### src/design/lsph_pkg.sv
// ----------------------------------------------------------------------------
// lsph_pkg
// Shared widths, constants and types for the LCG seed position histogram.
// ----------------------------------------------------------------------------
package lsph_pkg;

    // Seed and generator step constants
    localparam int SEED_BITS = 48;
    localparam int HALF_BITS = SEED_BITS / 2;
    localparam logic [HALF_BITS-1:0] LCG_MUL_LO = 24'hECE66D;  // low half of 0x5DEECE66D
    localparam logic [HALF_BITS-1:0] LCG_MUL_HI = 24'h0005DE;  // high part of 0x5DEECE66D
    localparam logic [SEED_BITS-1:0] LCG_ADD    = 48'hB;

    // Bin counters
    localparam int COUNT_BITS = 48;
    localparam int NUM_BINS   = 768;

    // Bin coordinates; bin index is {z, y, x} = x + 4*y + 128*z
    localparam int X_BITS  = 2;
    localparam int Y_BITS  = 5;
    localparam int Z_BITS  = 3;
    localparam int BIN_AW  = X_BITS + Y_BITS + Z_BITS;
    localparam logic [X_BITS-1:0] X_LAST = 2'd3;
    localparam logic [Y_BITS-1:0] Y_LAST = 5'd31;
    localparam logic [Z_BITS-1:0] Z_LAST = 3'd5;
    localparam logic [3:0]        Z_NIB_OFFSET = 4'd10;

    // Stream payload widths
    localparam int IN_TDATA_BITS  = SEED_BITS;
    localparam int OUT_BITS       = X_BITS + Y_BITS + Z_BITS + SEED_BITS;
    localparam int OUT_TDATA_BITS = ((OUT_BITS + 7) / 8) * 8;

    // Item kinds
    localparam logic KIND_TALLY = 1'b0;
    localparam logic KIND_QUERY = 1'b1;

    // Classification result of the step unit
    typedef struct packed {
        logic              done;
        logic              pass;
        logic [X_BITS-1:0] x;
        logic [Y_BITS-1:0] y;
        logic [Z_BITS-1:0] z;
    } t_lcg_res;

endpackage

### src/design/lsph_lcg.sv
// ----------------------------------------------------------------------------
// lsph_lcg
// Three-step 48-bit LCG unit: each step runs in two phases, early reject on x and z.
// ----------------------------------------------------------------------------
module lsph_lcg (
    input  logic                             i_clk,
    input  logic                             i_rst_n,
    input  logic                             i_start,
    input  logic [lsph_pkg::SEED_BITS-1:0]   i_seed,
    output lsph_pkg::t_lcg_res               o_res
);
    import lsph_pkg::*;

    localparam logic [1:0] STEP_X = 2'd0;
    localparam logic [1:0] STEP_Z = 2'd1;
    localparam logic [1:0] STEP_Y = 2'd2;

    logic                 r_busy;
    logic                 r_phase;
    logic [1:0]           r_step;
    logic [SEED_BITS-1:0] r_seed;
    logic [SEED_BITS-1:0] r_acc;
    logic                 r_done;
    logic                 r_pass;
    logic [X_BITS-1:0]    r_x;
    logic [Y_BITS-1:0]    r_y;
    logic [Z_BITS-1:0]    r_z;

    logic [SEED_BITS-1:0] w_lo;
    logic [HALF_BITS-1:0] w_cross_a;
    logic [HALF_BITS-1:0] w_cross_b;
    logic [SEED_BITS-1:0] w_next;
    logic [3:0]           w_nib;
    logic [3:0]           w_zoff;

    // low partial product plus increment (phase 0)
    assign w_lo = SEED_BITS'(r_seed[HALF_BITS-1:0]) * SEED_BITS'(LCG_MUL_LO) + LCG_ADD;

    // cross terms, only their low half survives mod 2^48 (phase 1)
    assign w_cross_a = r_seed[HALF_BITS-1:0] * LCG_MUL_HI;
    assign w_cross_b = r_seed[SEED_BITS-1:HALF_BITS] * LCG_MUL_LO;
    assign w_next    = r_acc + {w_cross_a + w_cross_b, {HALF_BITS{1'b0}}};
    assign w_nib     = w_next[SEED_BITS-1 -: 4];
    assign w_zoff    = w_nib - Z_NIB_OFFSET;

    // step sequencer
    always_ff @(posedge i_clk) begin
        if (!i_rst_n) begin
            r_busy  <= 1'b0;
            r_phase <= 1'b0;
            r_step  <= STEP_X;
            r_done  <= 1'b0;
            r_pass  <= 1'b0;
        end else begin
            r_done <= 1'b0;
            if (i_start) begin
                r_busy  <= 1'b1;
                r_phase <= 1'b0;
                r_step  <= STEP_X;
                r_seed  <= i_seed;
            end else if (r_busy) begin
                if (!r_phase) begin
                    r_acc   <= w_lo;
                    r_phase <= 1'b1;
                end else begin
                    r_phase <= 1'b0;
                    r_seed  <= w_next;
                    case (r_step)
                        STEP_X: begin
                            r_x <= w_nib[X_BITS-1:0];
                            if (w_nib[3:X_BITS] != '0) begin
                                r_busy <= 1'b0;
                                r_done <= 1'b1;
                                r_pass <= 1'b0;
                            end else begin
                                r_step <= STEP_Z;
                            end
                        end
                        STEP_Z: begin
                            r_z <= w_zoff[Z_BITS-1:0];
                            if (w_nib < Z_NIB_OFFSET) begin
                                r_busy <= 1'b0;
                                r_done <= 1'b1;
                                r_pass <= 1'b0;
                            end else begin
                                r_step <= STEP_Y;
                            end
                        end
                        STEP_Y: begin
                            r_y    <= w_next[SEED_BITS-1 -: Y_BITS];
                            r_busy <= 1'b0;
                            r_done <= 1'b1;
                            r_pass <= 1'b1;
                        end
                        default: begin
                            r_busy <= 1'b0;
                        end
                    endcase
                end
            end
        end
    end

    assign o_res.done = r_done;
    assign o_res.pass = r_pass;
    assign o_res.x    = r_x;
    assign o_res.y    = r_y;
    assign o_res.z    = r_z;

endmodule

### config.mk
export PLATFORM = sky130hd
export DESIGN_NAME = lsph_lcg
export DESIGN_NICKNAME = d
export VERILOG_FILES = /design/src/design/lsph_pkg.sv /design/src/design/lsph_lcg.sv
export SDC_FILE = /design/constraint.sdc
export NUM_CORES = 2
export LEC_CHECK = 0
export ABC_AREA = 0
export BUFFER_PORTS_ARGS = -buffer_cell sky130_fd_sc_hd__clkbuf_2
export CORE_MARGIN = 1
export CORE_UTILIZATION = 65
export DETAILED_ROUTE_END_ITERATION = 10
export GPL_TIMING_DRIVEN = 0
export PLACE_DENSITY = 0.82
export SLEW_MARGIN = 5
export SYNTH_ARGS = -nofsm -noshare
export SYNTH_HDL_FRONTEND = slang
export SYNTH_SLANG_ARGS = --single-unit
### constraint.sdc
create_clock -name i_clk -period 23.2 [get_ports i_clk]
set_input_delay 2.32 -clock i_clk [delete_from_list [all_inputs] [get_ports i_clk]]
set_output_delay 2.32 -clock i_clk [all_outputs]
set_load 0.02 [all_outputs]
==> key figures <==
Outcome
  • Run status: complete, but fails checks
  • Violations in the final reports: max-capacitance violations

Drt
  • Pre-Repair DR Iteration Count: 5
  • Post-route DRC violation count: 0
  • Initial DRC count: 1,086
  • Wire length per cell after detailed routing: 21.1 microns
  • Average via count per standard cell: 5.56
  • Routed Antenna Nets: 0
  • Post-Route WL: 64.1 mm
  • Overall via count from detail_route: 16,900

Place
  • Final estimated routing congestion in global placement: 1.00
  • Total placed instance area: 26,500 sq um
  • Number of input and output port buffers inserted: 61
  • Final HPWL from detailed placement: 57.0 mm

Worst setup path
  • Startpoint type of the worst setup path: register
  • Maximum net fanout on the critical path: 16
  • Critical path depth in cells: 39
  • CP max stage delay: 1.21 ns
  • WS Path Type: register to register
  • Start of the worst register-to-register path: r_seed[0]
  • Critical path's slowest cell: sky130_fd_sc_hd__a2111oi_0
  • CP arrival: 14.09 ns
  • Gate family responsible for the most delay along the worst path: adder cells
  • Worst Reg-to-Reg Cells: 39
  • First element of the critical path: r_seed[0]
  • Bufs and invs on worst path: 6
  • Required time reported for the critical path endpoint: 23.36 ns
  • Crit end category: register
  • Most used cell, CP: sky130_fd_sc_hd__fa_1

Clocking
  • Number of hold buffers added after CTS: 0
  • Sink count of the clock tree: 112
  • Longest Clk Path Bufs: 2
  • Clock-pin transition on the worst setup and hold timing paths: 0.10 ns
  • Cts repair resizes: 0
  • CTS tree: done
  • Count of buffers added by post-CTS timing repair for setup: 0
  • Clock latency on the worst-skew pair: 0.41 ns
  • Number of CTS-inserted buffers: 9
  • Max H-tree Level: 3
  • Root buffer cell: sky130_fd_sc_hd__clkbuf_16

Synthesis
  • Netlist area before placement: 25,500 sq um
  • Synth async-reset ratio: 0%
  • Compound-cell area share of the yosys netlist: 8.03%
  • Main combinational cell family by area after synthesis: adder cells
  • Post-synthesis share of cell area spent on full adders, half adders and majority gates: 57.7%
  • EDFF count, synth: 106
  • Flop and latch count out of synthesis: 112
  • Syn avg cell area: 10.4 sq um
  • Share of synthesized area spent on multiplexers: 1.41%
  • Share of the yosys chip area belonging to registers: 13.0%
  • Synthesized netlist cell count: 2,442
  • Post-Synthesis Net Count: 3,383
  • Fraction of the mapped netlist area in simple logic gates: 3.96%
  • Primary flip-flop cell chosen by synthesis mapping: sky130_fd_sc_hd__edfxtp_1
  • Parity-gate share of the synthesized area counting xor and xnor cells: 4.63%
  • Number of different library cells in the post-synthesis netlist: 71
  • Warnings, synthesis: 0

Floorplan
  • Effective utilization at floorplan: 66.0%
  • Die ar.: 40,000 sq um
  • Placeable Area: 38,600 sq um
  • Vertical extent of the die: 200 microns
  • Top Ports: 63
  • Row cnt: 72
  • Horizontal extent of the die: 200 microns

Finish
  • Total area of multi-input combinational cells: 19,300 sq um
  • Area delta synth->final: 5.22%
  • Area of all placed cells without fillers: 26,800 sq um
  • Layout cell share with drive strength beyond 1: 5.47%
  • Storage cell area: 3300 sq um
  • Layout fillers: 2,950
  • Antenna diodes: 0
  • Final Net Count: 3,460

Global route
  • Met3 Track Usage GR: 9.32%
  • Antenna violations before repair: 0
  • Overall overflow remaining after global route: 0
  • Most congested layer reported by global routing: met2
  • Pin count of the biggest net entering global routing: 32
  • Vias in the first global route: 18,400
  • Met1 track demand over resource: 46.5%
  • Global-route wire length before repair: 101 mm
  • Global-route track usage on met2: 55.5%
  • Tot GR Track Use: 34.7%

STA
  • Share of the cycle needed by the critical path after routing: 60.0%
  • Clock period minus worst slack: 13.93 ns
  • Setup repair after global routing missed its margin: no
  • Number of slew-limit violations in the final report: 0
  • Max-slew headroom at the worst pin: 2.68%
  • Setup TNS: 0 ns
  • Number of hold-slack violations in the final timing report: 0
  • Setup skew after layout: 0.0252 ns
  • Final setup violation count: 0
  • Fmax: 71.8 MHz
  • Pin slew with the least headroom to its limit: 1.42 ns

Job
  • Number of maximum-capacitance violations: 1

Hold path
  • Min-Delay Path Class: register to register
  • Worst Hold Launch: r_acc[13]
  • Worst hold stages: 1
kinds of logic after synthesis:
kind of cell | Yosys count
AO/OA/AOI/OAI | 301
XOR/XNOR | 133
adder cells (fa/ha/maj) | 890
buffers and inverters | 766
flip-flops | 112
multiplexers | 32
AND/OR/NAND/NOR | 208
state kept, by name, indices dropped and copies added (netlist names):
signal	flops
r_acc	48
r_step	2
r_y	5
r_x	2
r_pass	1
r_seed	48
r_busy	1
r_z	3
r_done	1
r_phase	1
per-layer routing:
layer | wire [microns] | share of wire [%]
met2 | 29900 | 47
met3 | 5260 | 8.2
met4 | 1810 | 2.8
met5 | 0 | 0
met1 | 27100 | 42
Yosys cell counts, types with 5 or more instances:
cell type | n | area share (%)
sky130_fd_sc_hd__a21o_1 | 44 | 1.3
sky130_fd_sc_hd__nor3b_1 | 5 | 0.15
sky130_fd_sc_hd__o211ai_1 | 5 | 0.15
sky130_fd_sc_hd__o21ai_0 | 46 | 0.90
sky130_fd_sc_hd__xor2_1 | 26 | 0.89
sky130_fd_sc_hd__a211o_1 | 5 | 0.17
sky130_fd_sc_hd__a211oi_1 | 17 | 0.50
sky130_fd_sc_hd__and3_1 | 6 | 0.15
sky130_fd_sc_hd__a31oi_1 | 7 | 0.17
sky130_fd_sc_hd__xnor2_1 | 106 | 3.6
sky130_fd_sc_hd__and2_1 | 8 | 0.20
sky130_fd_sc_hd__clkbuf_1 | 10 | 0.15
sky130_fd_sc_hd__nand2b_1 | 10 | 0.25
sky130_fd_sc_hd__o21a_1 | 25 | 0.74
sky130_fd_sc_hd__a21oi_1 | 72 | 1.4
sky130_fd_sc_hd__a31o_2 | 5 | 0.17
sky130_fd_sc_hd__nand2_1 | 47 | 0.69
sky130_fd_sc_hd__inv_1 | 753 | 11
sky130_fd_sc_hd__mux2_2 | 32 | 1.4
sky130_fd_sc_hd__fa_1 | 477 | 37
sky130_fd_sc_hd__nand4_1 | 8 | 0.20
sky130_fd_sc_hd__nor2b_1 | 11 | 0.27
sky130_fd_sc_hd__edfxtp_1 | 106 | 12
sky130_fd_sc_hd__o31ai_1 | 6 | 0.18
sky130_fd_sc_hd__nor3_1 | 17 | 0.33
sky130_fd_sc_hd__o21bai_1 | 21 | 0.62
sky130_fd_sc_hd__nor2_1 | 68 | 1.0
sky130_fd_sc_hd__nand3_1 | 9 | 0.18
sky130_fd_sc_hd__ha_1 | 413 | 20
sky130_fd_sc_hd__dfxtp_1 | 6 | 0.47
layout by cell type (no fill, tap or decap), drive strengths merged, types with 4 or more instances in the layout:
cell type,Yosys,routed
edfxtp,106,106
a211o,5,5
ha,413,413
nand3,9,9
fa,477,477
xor2,26,26
o21a,25,25
nor3b,5,5
inv,753,757
nor2b,11,11
nor2,68,68
buf,3,8
a21oi,72,72
nand4b,4,4
o31ai,6,6
and3,6,6
a211oi,19,19
a21o,44,44
a31oi,7,7
o21ai,50,50
clkbuf,10,80
mux2,32,32
xnor2,106,106
a31o,5,5
and2,9,9
nand2b,10,10
nor3,17,17
or3,4,4
dfxtp,6,6
o21bai,22,22
o211ai,5,5
o22ai,5,5
nand2,47,47
nand4,9,9
final cells by class:
cell class | count | share of cell area [%]
tap | 518 | 2.42
multi-input combinational | 1564 | 72.0
buffer | 13 | 0.210
inverter | 753 | 10.5
clock buffer | 9 | 0.839
timing repair buffer | 66 | 1.34
sequential | 112 | 12.3
clock inverter | 7 | 0.340
stage by stage:
stage                     hold WS (ns)  util, %  cells  worst slack (ns)
after detailed placement         0.531     68.6   3026              9.40
after CTS                        0.551     69.4   3042              9.43
after global placement           0.523     68.5   3021              9.58
after global routing             0.564     69.4   3042              8.73
after floorplan                  0.510        -   2442             11.64
final                            0.552     69.4   3042              9.27
worst register-to-register path, delay by kind of cell (launching register included):
family | cells | cell delay, ns
xor+xnor | 4 | 0.98
mux | 1 | 0.32
compound gates | 9 | 3.26
fa+ha+maj | 15 | 6.54
flops | 1 | 0.97
simple gates | 4 | 1.27
buf+inv | 6 | 0.37
final timing paths:
path | slack, ns | end
max reg2reg | 9.27 | r_seed[47]
min | 0.55 | r_seed[13]
max | 9.27 | r_seed[47]
min reg2reg | 0.55 | r_seed[13]
Power is not shown: default switching activity piles up to over one toggle a cycle in this logic, so the estimate is an artifact.
