File: config.mk
export PLATFORM = sky130hd
export DESIGN_NAME = lsph_ram
export DESIGN_NICKNAME = d
export VERILOG_FILES = /design/src/design/lsph_ram.sv
export SDC_FILE = /design/constraint.sdc
export NUM_CORES = 1
export LEC_CHECK = 0
export BUFFER_PORTS_ARGS = -buffer_cell sky130_fd_sc_hd__buf_2
export CAP_MARGIN = 20
export CORE_MARGIN = 1.5
export CORE_UTILIZATION = 65
export CTS_CLUSTER_SIZE = 20
export DETAILED_ROUTE_END_ITERATION = 16
export PLACE_DENSITY_LB_ADDON = 0.1
export SLEW_MARGIN = 10
export SYNTH_ARGS = -nofsm -noshare
export SYNTH_HDL_FRONTEND = slang
export SYNTH_SLANG_ARGS = --single-unit
File: constraint.sdc
create_clock -name i_clk -period 3.7 [get_ports i_clk]
set_clock_uncertainty 0.1 [all_clocks]
set_input_delay 0.185 -clock i_clk [delete_from_list [all_inputs] [get_ports i_clk]]
set_output_delay 0.185 -clock i_clk [all_outputs]
set_load 0.005 [all_outputs]
File: src/design/lsph_ram.sv
// ----------------------------------------------------------------------------
// lsph_ram
// Generic simple dual-port RAM, one write and one registered read port.
// ----------------------------------------------------------------------------
module lsph_ram #(
    parameter int WIDTH = 8,
    parameter int DEPTH = 16
) (
    input  logic                     i_clk,
    input  logic                     i_we,
    input  logic [$clog2(DEPTH)-1:0] i_waddr,
    input  logic [WIDTH-1:0]         i_wdata,
    input  logic                     i_re,
    input  logic [$clog2(DEPTH)-1:0] i_raddr,
    output logic [WIDTH-1:0]         o_rdata
);

    logic [WIDTH-1:0] r_mem [DEPTH];
    logic [WIDTH-1:0] r_rdata;

    // write port
    always_ff @(posedge i_clk) begin
        if (i_we) begin
            r_mem[i_waddr] <= i_wdata;
        end
    end

    // registered read port
    always_ff @(posedge i_clk) begin
        if (i_re) begin
            r_rdata <= r_mem[i_raddr];
        end
    end

    assign o_rdata = r_rdata;

endmodule

==> flow_summary.toml, run 1 <==
[pwr]
p_clk_share_pct = 46.0
ir_drop_mv = 0.4114
switching_share_pct = 20.12
cellLeakagePower_nw = 2.039
power.density_nw_per_um2 = 578.6
p_total_mw = 3.532
combPwrFrac_pct = 4.6
internal-power_mw = 2.821
pwr-share-seq_pct = 49.5
switchingPower_uw = 710.7

[route]
drt_iter0_drc = 253
num_vias = 2560
first_pass_iters = 6
avgViaCountPerCell = 6.547
ant_nets = 0
drt_wl_total_mm = 10.57
drcViolationCount = 0
wl_per_cell_um = 27.04

[global_route]
grt_pass1_vias = 2561
grt_use_total_pct = 26.93
antenna_found_initial = 0
grt_pass1_wl_mm = 15.64
grt_max_degree = 33
gr-total-overflow = 0

[yosys]
synth.largest_area_cell = "edfxtp_1"
postSynthCellCount = 229
synth.net_count = 248
synth_edf_count = 136
synth_common_cells = "edfxtp_1, mux4_2, a22oi_1"
synth.avg_cell_area_um2 = 22.83
synth_seq_area_share_pct = 78.12
ys_types = 18
synthFlopType = "edfxtp_1"
synth-async-reset-ratio_pct = 0
ys_ff_latch = 136
syn_area_um2 = 5228
yosysMostFrequentCell = "edfxtp_1"
synth_area_leaders = "edfxtp_1, mux4_2, mux4_1"
synth_top_area_share_pct = 78.12
yosysWarnings = 0

[final_layout]
seq_area_um2 = 4084
syn_to_final_growth_pct = 16.75
n_antenna_cell = 0
utilization_pct = 78.58
layout-drive-gt1-share_pct = 27.68
fillers = 405
stdcell_count = 391
multi_input_area_um2 = 1067
final_nets = 296

[hold_path]
hold_depth = 2
hold_path_class = "in2reg"
min_to = "r_mem[8][3]"
hold_start = "i_waddr[1]"

[clock_tree]
cts_sinks = 136
cts_buffers = 17
cts-root-buf = "clkbuf_8"
post_cts_buffers = 0
clock_latency_ns = 0.51
cts.path.max_buffers = 2
clkTransAtPathRegs_ns = 0.06
cts_tree = "built"
h-tree-depth = 4

[sta]
timing.setup.tns_ns = 0
fmax_mhz = 571.8
finalHoldViolCount = 0
finalSetupViolCount = 0
rsz0062_at_grt = "no"
whs_ns = 0.08966
period_minus_slack_ns = 1.749
finalMaxSlewViolations = 0
tightest_slew_ns = 1.061
finalCritPeriodShare_pct = 47.27
max_slew_margin_pct = 28.98

[critical_path]
crit_fanout = 20
cpMaxStageDelayCell = "mux4_1"
crit_start = "i_raddr[0]"
critPathMaxStageDelay_ns = 0.60
reg2reg_to = "o_rdata[5]"
endpoint_kind = "register"
timing.rr.start = "r_mem[2][5]"
reg2reg_depth = 3
crit_type = "in2reg"
r2r_setup_slack_ns = 1.95
cp-start-kind = "input pin"
crit_chain = "buf_2 > buf_4 > mux4_1 > a22oi_1 > nand2_1"
critical_path_arrival_ns = 1.91
crit_required_ns = 3.86

[floorplanning]
initial_core_util_pct = 67.30
die_h_um = 92.68
boundaryPins = 27
core_um2 = 7767
rows = 32
die_w_um = 92.68
dieArea_um2 = 8590

[outcome]
outcome = "finished, final reports clean"

[placement]
dp.cells = 351
gp_congestion = 0.7371
portBuffers = 26
hpwl_mm = 5.857

[flow_run]
timing.max_cap.violations = 0
-- per-stage QoR --
step                      worst slack (ns)  area (um2)
after floorplan                      1.922        5228
after global placement               1.492        5439
after detailed placement             1.442        5439
after CTS                            1.914        6103
after global routing                 1.830        6103
final                                1.951        6103
-- logic make-up after synthesis --
kind of cell / synth area share, %
flip-flops: 78.12
AND/OR/NAND/NOR: 3.136
multiplexers: 14.79
AO/OA/AOI/OAI: 2.298
buffers and inverters: 1.651
-- flip-flops by register name (all words and copies together), names as in the netlist --
register	flops
o_rdata	8
r_mem	128
-- final cells by class --
type	instances	area share, %
Clock buffer	18	6.847
Clock inverter	13	2.563
Timing Repair Buffer	39	4.100
Sequential cell	136	66.91
Tap cell	102	2.091
Multi-Input combinational cell	83	17.49
-- how the worst max path moves through the flow --
stage / end / slack (ns) / depth (start not counted)
2_1_floorplan: r_mem[0][0] / 1.92 / 2
3_3_place_gp: o_rdata[3] / 1.49 / 5
4_1_cts: o_rdata[2] / 1.91 / 5
3_5_place_dp: o_rdata[4] / 1.44 / 5
6_report: o_rdata[2] / 1.95 / 5
5_1_grt: o_rdata[1] / 1.83 / 5
-- worst max-delay path, delay by kind of cell --
kind	cells	cell delay (ns)
buffers and inverters	2	0.81
AND/OR/NAND/NOR	1	0.07
AO/OA/AOI/OAI	1	0.23
multiplexers	1	0.60
-- power groups by stage --
stage	registers [mW]	logic, mW	clock network, mW
5_1_grt	1.75	0.172	1.70
6_report	1.75	0.161	1.62
2_1_floorplan	1.78	0.0876	0
3_5_place_dp	1.78	0.148	0
4_1_cts	1.75	0.161	1.63
3_3_place_gp	1.78	0.144	0
-- cell usage in the layout (no fill, tap or decap), types with 2 or more instances in the layout --
cell type	instances
nor3_2	2
clkbuf_16	16
clkinvlp_4	4
nand2_1	9
mux4_1	14
edfxtp_1	136
buf_4	4
nor2_1	13
buf_2	26
bufinv_16	3
mux4_2	18
nand2b_1	2
nor3_1	2
nand3b_1	2
clkinv_4	2
dlygate4sd3_1	9
clkinv_2	3
a22oi_1	16
-- what timing repair did --
action                                  in CTS  in global routing
endpoints found under the setup margin       0                  0
hold endpoints to repair                   136                  0
resized for setup                            0                  0
hold buffers                                 9                  0
-- per-layer routing --
layer / vias up / global-route usage (%) / part of all wire [%]
met3: 13 / 7.718 / 6.8
met5: - / 0 / 0
met4: 0 / 9.343 / 1.1
met1: 1326 / 36.85 / 41
li1: 1078 / - / -
met2: 143 / 42.52 / 51
Power figures use the tool's default switching activity.
==> run 2, diff against run 1 <==
- CORE_UTILIZATION: 65 -> 60
- clock period: 3.7 -> 1.7 ns (I/O delays scaled with it)
==> flow_summary.toml, run 2 (same netlist as run 1, synthesis figures left out) <==
[final_layout]
layout_commonest_cell = "edfxtp_1"
largest_reg_flops = 128
most-common-layout-cells = "edfxtp_1, buf_2, buf_4"
n_antenna_cell = 0
layout-drive-gt1-share_pct = 32.15
final_nets = 318
syn_to_final_growth_pct = 21.47
largest-register = "r_mem"
fillers = 470

[placement]
place_ws_ns = -0.03251
gp_congestion = 0.7571
portBuffers = 26
hpwl_mm = 6.179

[route]
avgViaCountPerCell = 6.252
drt_wl_total_mm = 10.36
drcViolationCount = 0
drt_iter0_drc = 304
first_pass_iters = 5
wl_per_cell_um = 24.90
ant_nets = 0
num_vias = 2601

[floorplanning]
die_w_um = 96.34
dieArea_um2 = 9281
rows = 33
boundaryPins = 27
core_um2 = 8341
initial_core_util_pct = 62.68
die_h_um = 96.34

[sta]
finalSetupViolCount = 0
max_slew_margin_pct = 72.00
finalCritPeriodShare_pct = 95.32
period_minus_slack_ns = 1.621
finalMaxSlewViolations = 0
finalHoldViolCount = 0
fmax_mhz = 617.1
layout_setup_ws_ns = 0.07950
rsz0062_at_grt = "no"
tightest_slew_ns = 0.4199

[critical_path]
cp.buffers_inverters = 0
endpoint_kind = "register"
cp_top_family = "multiplexers"
cp-start-kind = "register"
critPathMaxStageDelay_ns = 0.51
crit_fanout = 1
crit_type = "reg2reg"
critical_path_arrival_ns = 1.78
crit_required_ns = 1.85
crit_chain = "mux4_1 > a22oi_1 > nand2_1"
cpMaxStageDelayCell = "mux4_1"

[global_route]
grt_use_total_pct = 25.38
grt_max_degree = 33
gr-total-overflow = 0
grt_pass1_vias = 2705
grt_pass1_wl_mm = 15.56
antenna_found_initial = 0

[clock_tree]
clkTransAtPathRegs_ns = 0.06
cts_buffers = 17
h-tree-depth = 4
cts_sinks = 136
post_cts_buffers = 0
cts-root-buf = "clkbuf_8"
cts_tree = "built"
cts.path.max_buffers = 2
clock_latency_ns = 0.51

[hold_path]
hold_path_class = "in2reg"

[flow_run]
timing.max_cap.violations = 0

[outcome]
outcome = "finished, final reports clean"

[pwr]
power.density_nw_per_um2 = 1256
cellLeakagePower_nw = 2.198
p_total_mw = 7.977
ir_drop_mv = 0.9104
## run 2: worst min-delay path, stage by stage
cell    delay [ns]
buf_2         0.15
nor3_1        0.09
buf_4         0.16
## run 2: power by group
| part | total (mW) | internal [mW] | switching (mW) |
|---|---|---|---|
| combinational | 0.380 | 0.173 | 0.207 |
| clock | 3.79 | 2.51 | 1.28 |
| sequential | 3.80 | 3.78 | 0.0229 |
## run 2: layer usage
layer  routed length (um)  global-route usage, %  share of wire, %  vias to the layer above
li1                     -                      -                 -                     1127
met1                 4394                  34.49                42                     1357
met2                 5292                  40.73                51                      113
met3                  649                  7.662               6.3                        4
met4                   21                  6.763              0.20                        0
met5                    0                      0                 0                        -
## run 2: cell type report
type | instances | area (um2) | area share [%]
Timing Repair Buffer | 61 | 452.9 | 7.133
Tap cell | 105 | 131.4 | 2.069
Clock inverter | 13 | 201.4 | 3.172
Multi-Input combinational cell | 83 | 1062 | 16.73
Sequential cell | 136 | 4084 | 64.32
Clock buffer | 18 | 417.9 | 6.581
## run 2: path summary, 6_finish.rpt
check	start	to	slack [ns]	cells after the start
hold reg to reg	r_mem[14][3]	o_rdata[3]	0.65	3
setup reg to reg	r_mem[9][4]	o_rdata[4]	0.08	3
hold / removal	i_waddr[0]	r_mem[4][4]	0.04	3
setup / recovery	r_mem[9][4]	o_rdata[4]	0.08	3
## run 2: through the flow
| stage | instances | hold slack, ns | area (um2) | utilization, % | TNS (ns) |
|---|---|---|---|---|---|
| final | 416 | 0.04406 | 6350 | 76.13 | 0 |
| after global routing | 416 | 0.03956 | 6350 | 76.13 | 0 |
| after CTS | 416 | 0.02052 | 6345 | 76.07 | 0 |
| after detailed placement | 376 | 0.3776 | 5635 | 67.57 | -0.07320 |
| after global placement | 376 | 0.3725 | 5635 | 67.57 | -0.05996 |
| after floorplan | 229 | 0.08387 | 5228 | - | 0 |
## run 2: timing repair
| item | in CTS | in global routing |
|---|---|---|
| resized for setup | 0 | 1 |
| hold endpoints to repair | 136 | 0 |
| hold buffers | 9 | 0 |
| setup endpoints to repair | 0 | 1 |
==> run 3, diff against run 2 <==
- PLACE_DENSITY: unset -> 0.78
- PLACE_DENSITY_LB_ADDON: 0.1 -> unset
==> flow_summary.toml, run 3 (same netlist as run 1, synthesis figures left out) <==
[final_layout]
syn_to_final_growth_pct = 20.87
largest-register = "r_mem"
largest_reg_flops = 128
n_antenna_cell = 0
final_nets = 319
layout-drive-gt1-share_pct = 32.37
layout_commonest_cell = "edfxtp_1"
utilization_pct = 75.76
most-common-layout-cells = "edfxtp_1, buf_2, buf_4"

[pwr]
cellLeakagePower_nw = 2.185
internal-power_mw = 6.161
switchingPower_mw = 1.520
power.density_nw_per_um2 = 1216
pwr-share-seq_pct = 49.4
combPwrFrac_pct = 4.8
ir_drop_mv = 0.7730
p_clk_share_pct = 45.7
switching_share_pct = 19.79

[clock_tree]
post_cts_buffers = 0
clock_latency_ns = 0.51
h-tree-depth = 4
cts.path.max_buffers = 2
clkTransAtPathRegs_ns = 0.06
cts_buffers = 17
cts_tree = "built"
cts_sinks = 136
cts-root-buf = "clkbuf_8"

[critical_path]
crit_required_ns = 1.85
cp-start-kind = "register"
endpoint_kind = "register"
r2r_setup_slack_ns = 0.09
reg2reg_depth = 3
crit_fanout = 1
timing.rr.start = "r_mem[0][5]"
critical_path_arrival_ns = 1.76
crit_type = "reg2reg"
reg2reg_to = "o_rdata[5]"

[placement]
portBuffers = 26
hpwl_mm = 5.841
gp_congestion = 0.7655

[sta]
fmax_mhz = 621.3
tightest_slew_ns = 0.3940
finalSetupViolCount = 0
rsz0062_at_grt = "no"
finalMaxSlewViolations = 0
finalCritPeriodShare_pct = 94.68
max_slew_margin_pct = 73.73
whs_ns = 0.04030
finalHoldViolCount = 0
timing.setup.tns_ns = 0
period_minus_slack_ns = 1.610

[route]
dr_wl_met3_um = 618
avgViaCountPerCell = 6.141
drt_wl_total_mm = 9.399
wl_met2_mm = 4.720
met1_length_mm = 3.955
drcViolationCount = 0
drt_iter0_drc = 273
first_pass_iters = 5
top_layer_used = "met4"
ant_nets = 0
num_vias = 2561
wl_per_cell_um = 22.54

[outcome]
outcome = "finished, final reports clean"

[floorplanning]
core_um2 = 8341
rows = 33
die_w_um = 96.34
dieArea_um2 = 9281
die_h_um = 96.34
initial_core_util_pct = 62.68
boundaryPins = 27

[global_route]
gr-total-overflow = 0
grt_max_degree = 23
grt_pass1_vias = 2587
grt_pass1_wl_mm = 14.48
grt_use_total_pct = 23.17
antenna_found_initial = 0

[hold_path]
hold_depth = 3
hold_start = "i_waddr[0]"
hold_path_class = "in2reg"
min_to = "r_mem[4][1]"

[flow_run]
timing.max_cap.violations = 0
[run 3: stage by stage]
stage	worst slack [ns]	total power, mW	area, um2	instances
after global placement	-0.02897	4.209	5655	377
after CTS	0.08708	7.728	6319	417
after global routing	0.01694	7.906	6319	417
after detailed placement	-0.05216	4.223	5655	377
final	0.09048	7.681	6319	417
after floorplan	0.02213	4.054	5228	229
[run 3: timing repair]
action	4_1_cts	5_1_grt
endpoints found under the hold margin	136	0
endpoints found under the setup margin	0	0
gates resized for setup	0	0
hold buffers	9	0
[run 3: critical path, cell delays in order, from the launching register on]
cell and delay [ns]:
edfxtp_1 0.37, mux4_1 0.51, a22oi_1 0.28, nand2_1 0.10
[run 3: area by class of cell]
| class | instances | area [um2] |
|---|---|---|
| Sequential cell | 136 | 4084 |
| Fill cell | 454 | 2022 |
| Multi-Input combinational cell | 83 | 1057 |
| Timing Repair Buffer | 62 | 473.0 |
| Clock buffer | 17 | 414.1 |
| Clock inverter | 14 | 158.9 |
| Tap cell | 105 | 131.4 |
[run 3: per-layer routing]
layer,vias to the layer above,track usage (%)
li1,1120,-
met1,1316,31.45
met2,117,36.74
met3,8,6.635
met4,0,7.850
met5,-,0
[run 3: power by group through the flow]
stage | logic (mW) | registers (mW) | clock network, mW
floorplan | 0.191 | 3.86 | 0
global placement | 0.345 | 3.86 | 0
detailed placement | 0.356 | 3.87 | 0
CTS | 0.376 | 3.80 | 3.56
global route | 0.402 | 3.80 | 3.70
finish | 0.372 | 3.80 | 3.51
[run 3: worst max path at each step]
stage	depth (start not counted)	slack, ns	from	end
final	3	0.09	r_mem[0][5]	o_rdata[5]
after floorplan	2	0.02	i_waddr[2]	r_mem[0][0]
after CTS	3	0.09	r_mem[0][3]	o_rdata[3]
after global routing	3	0.02	r_mem[2][5]	o_rdata[5]
after global placement	5	-0.03	i_raddr[0]	o_rdata[1]
after detailed placement	5	-0.05	i_raddr[0]	o_rdata[5]
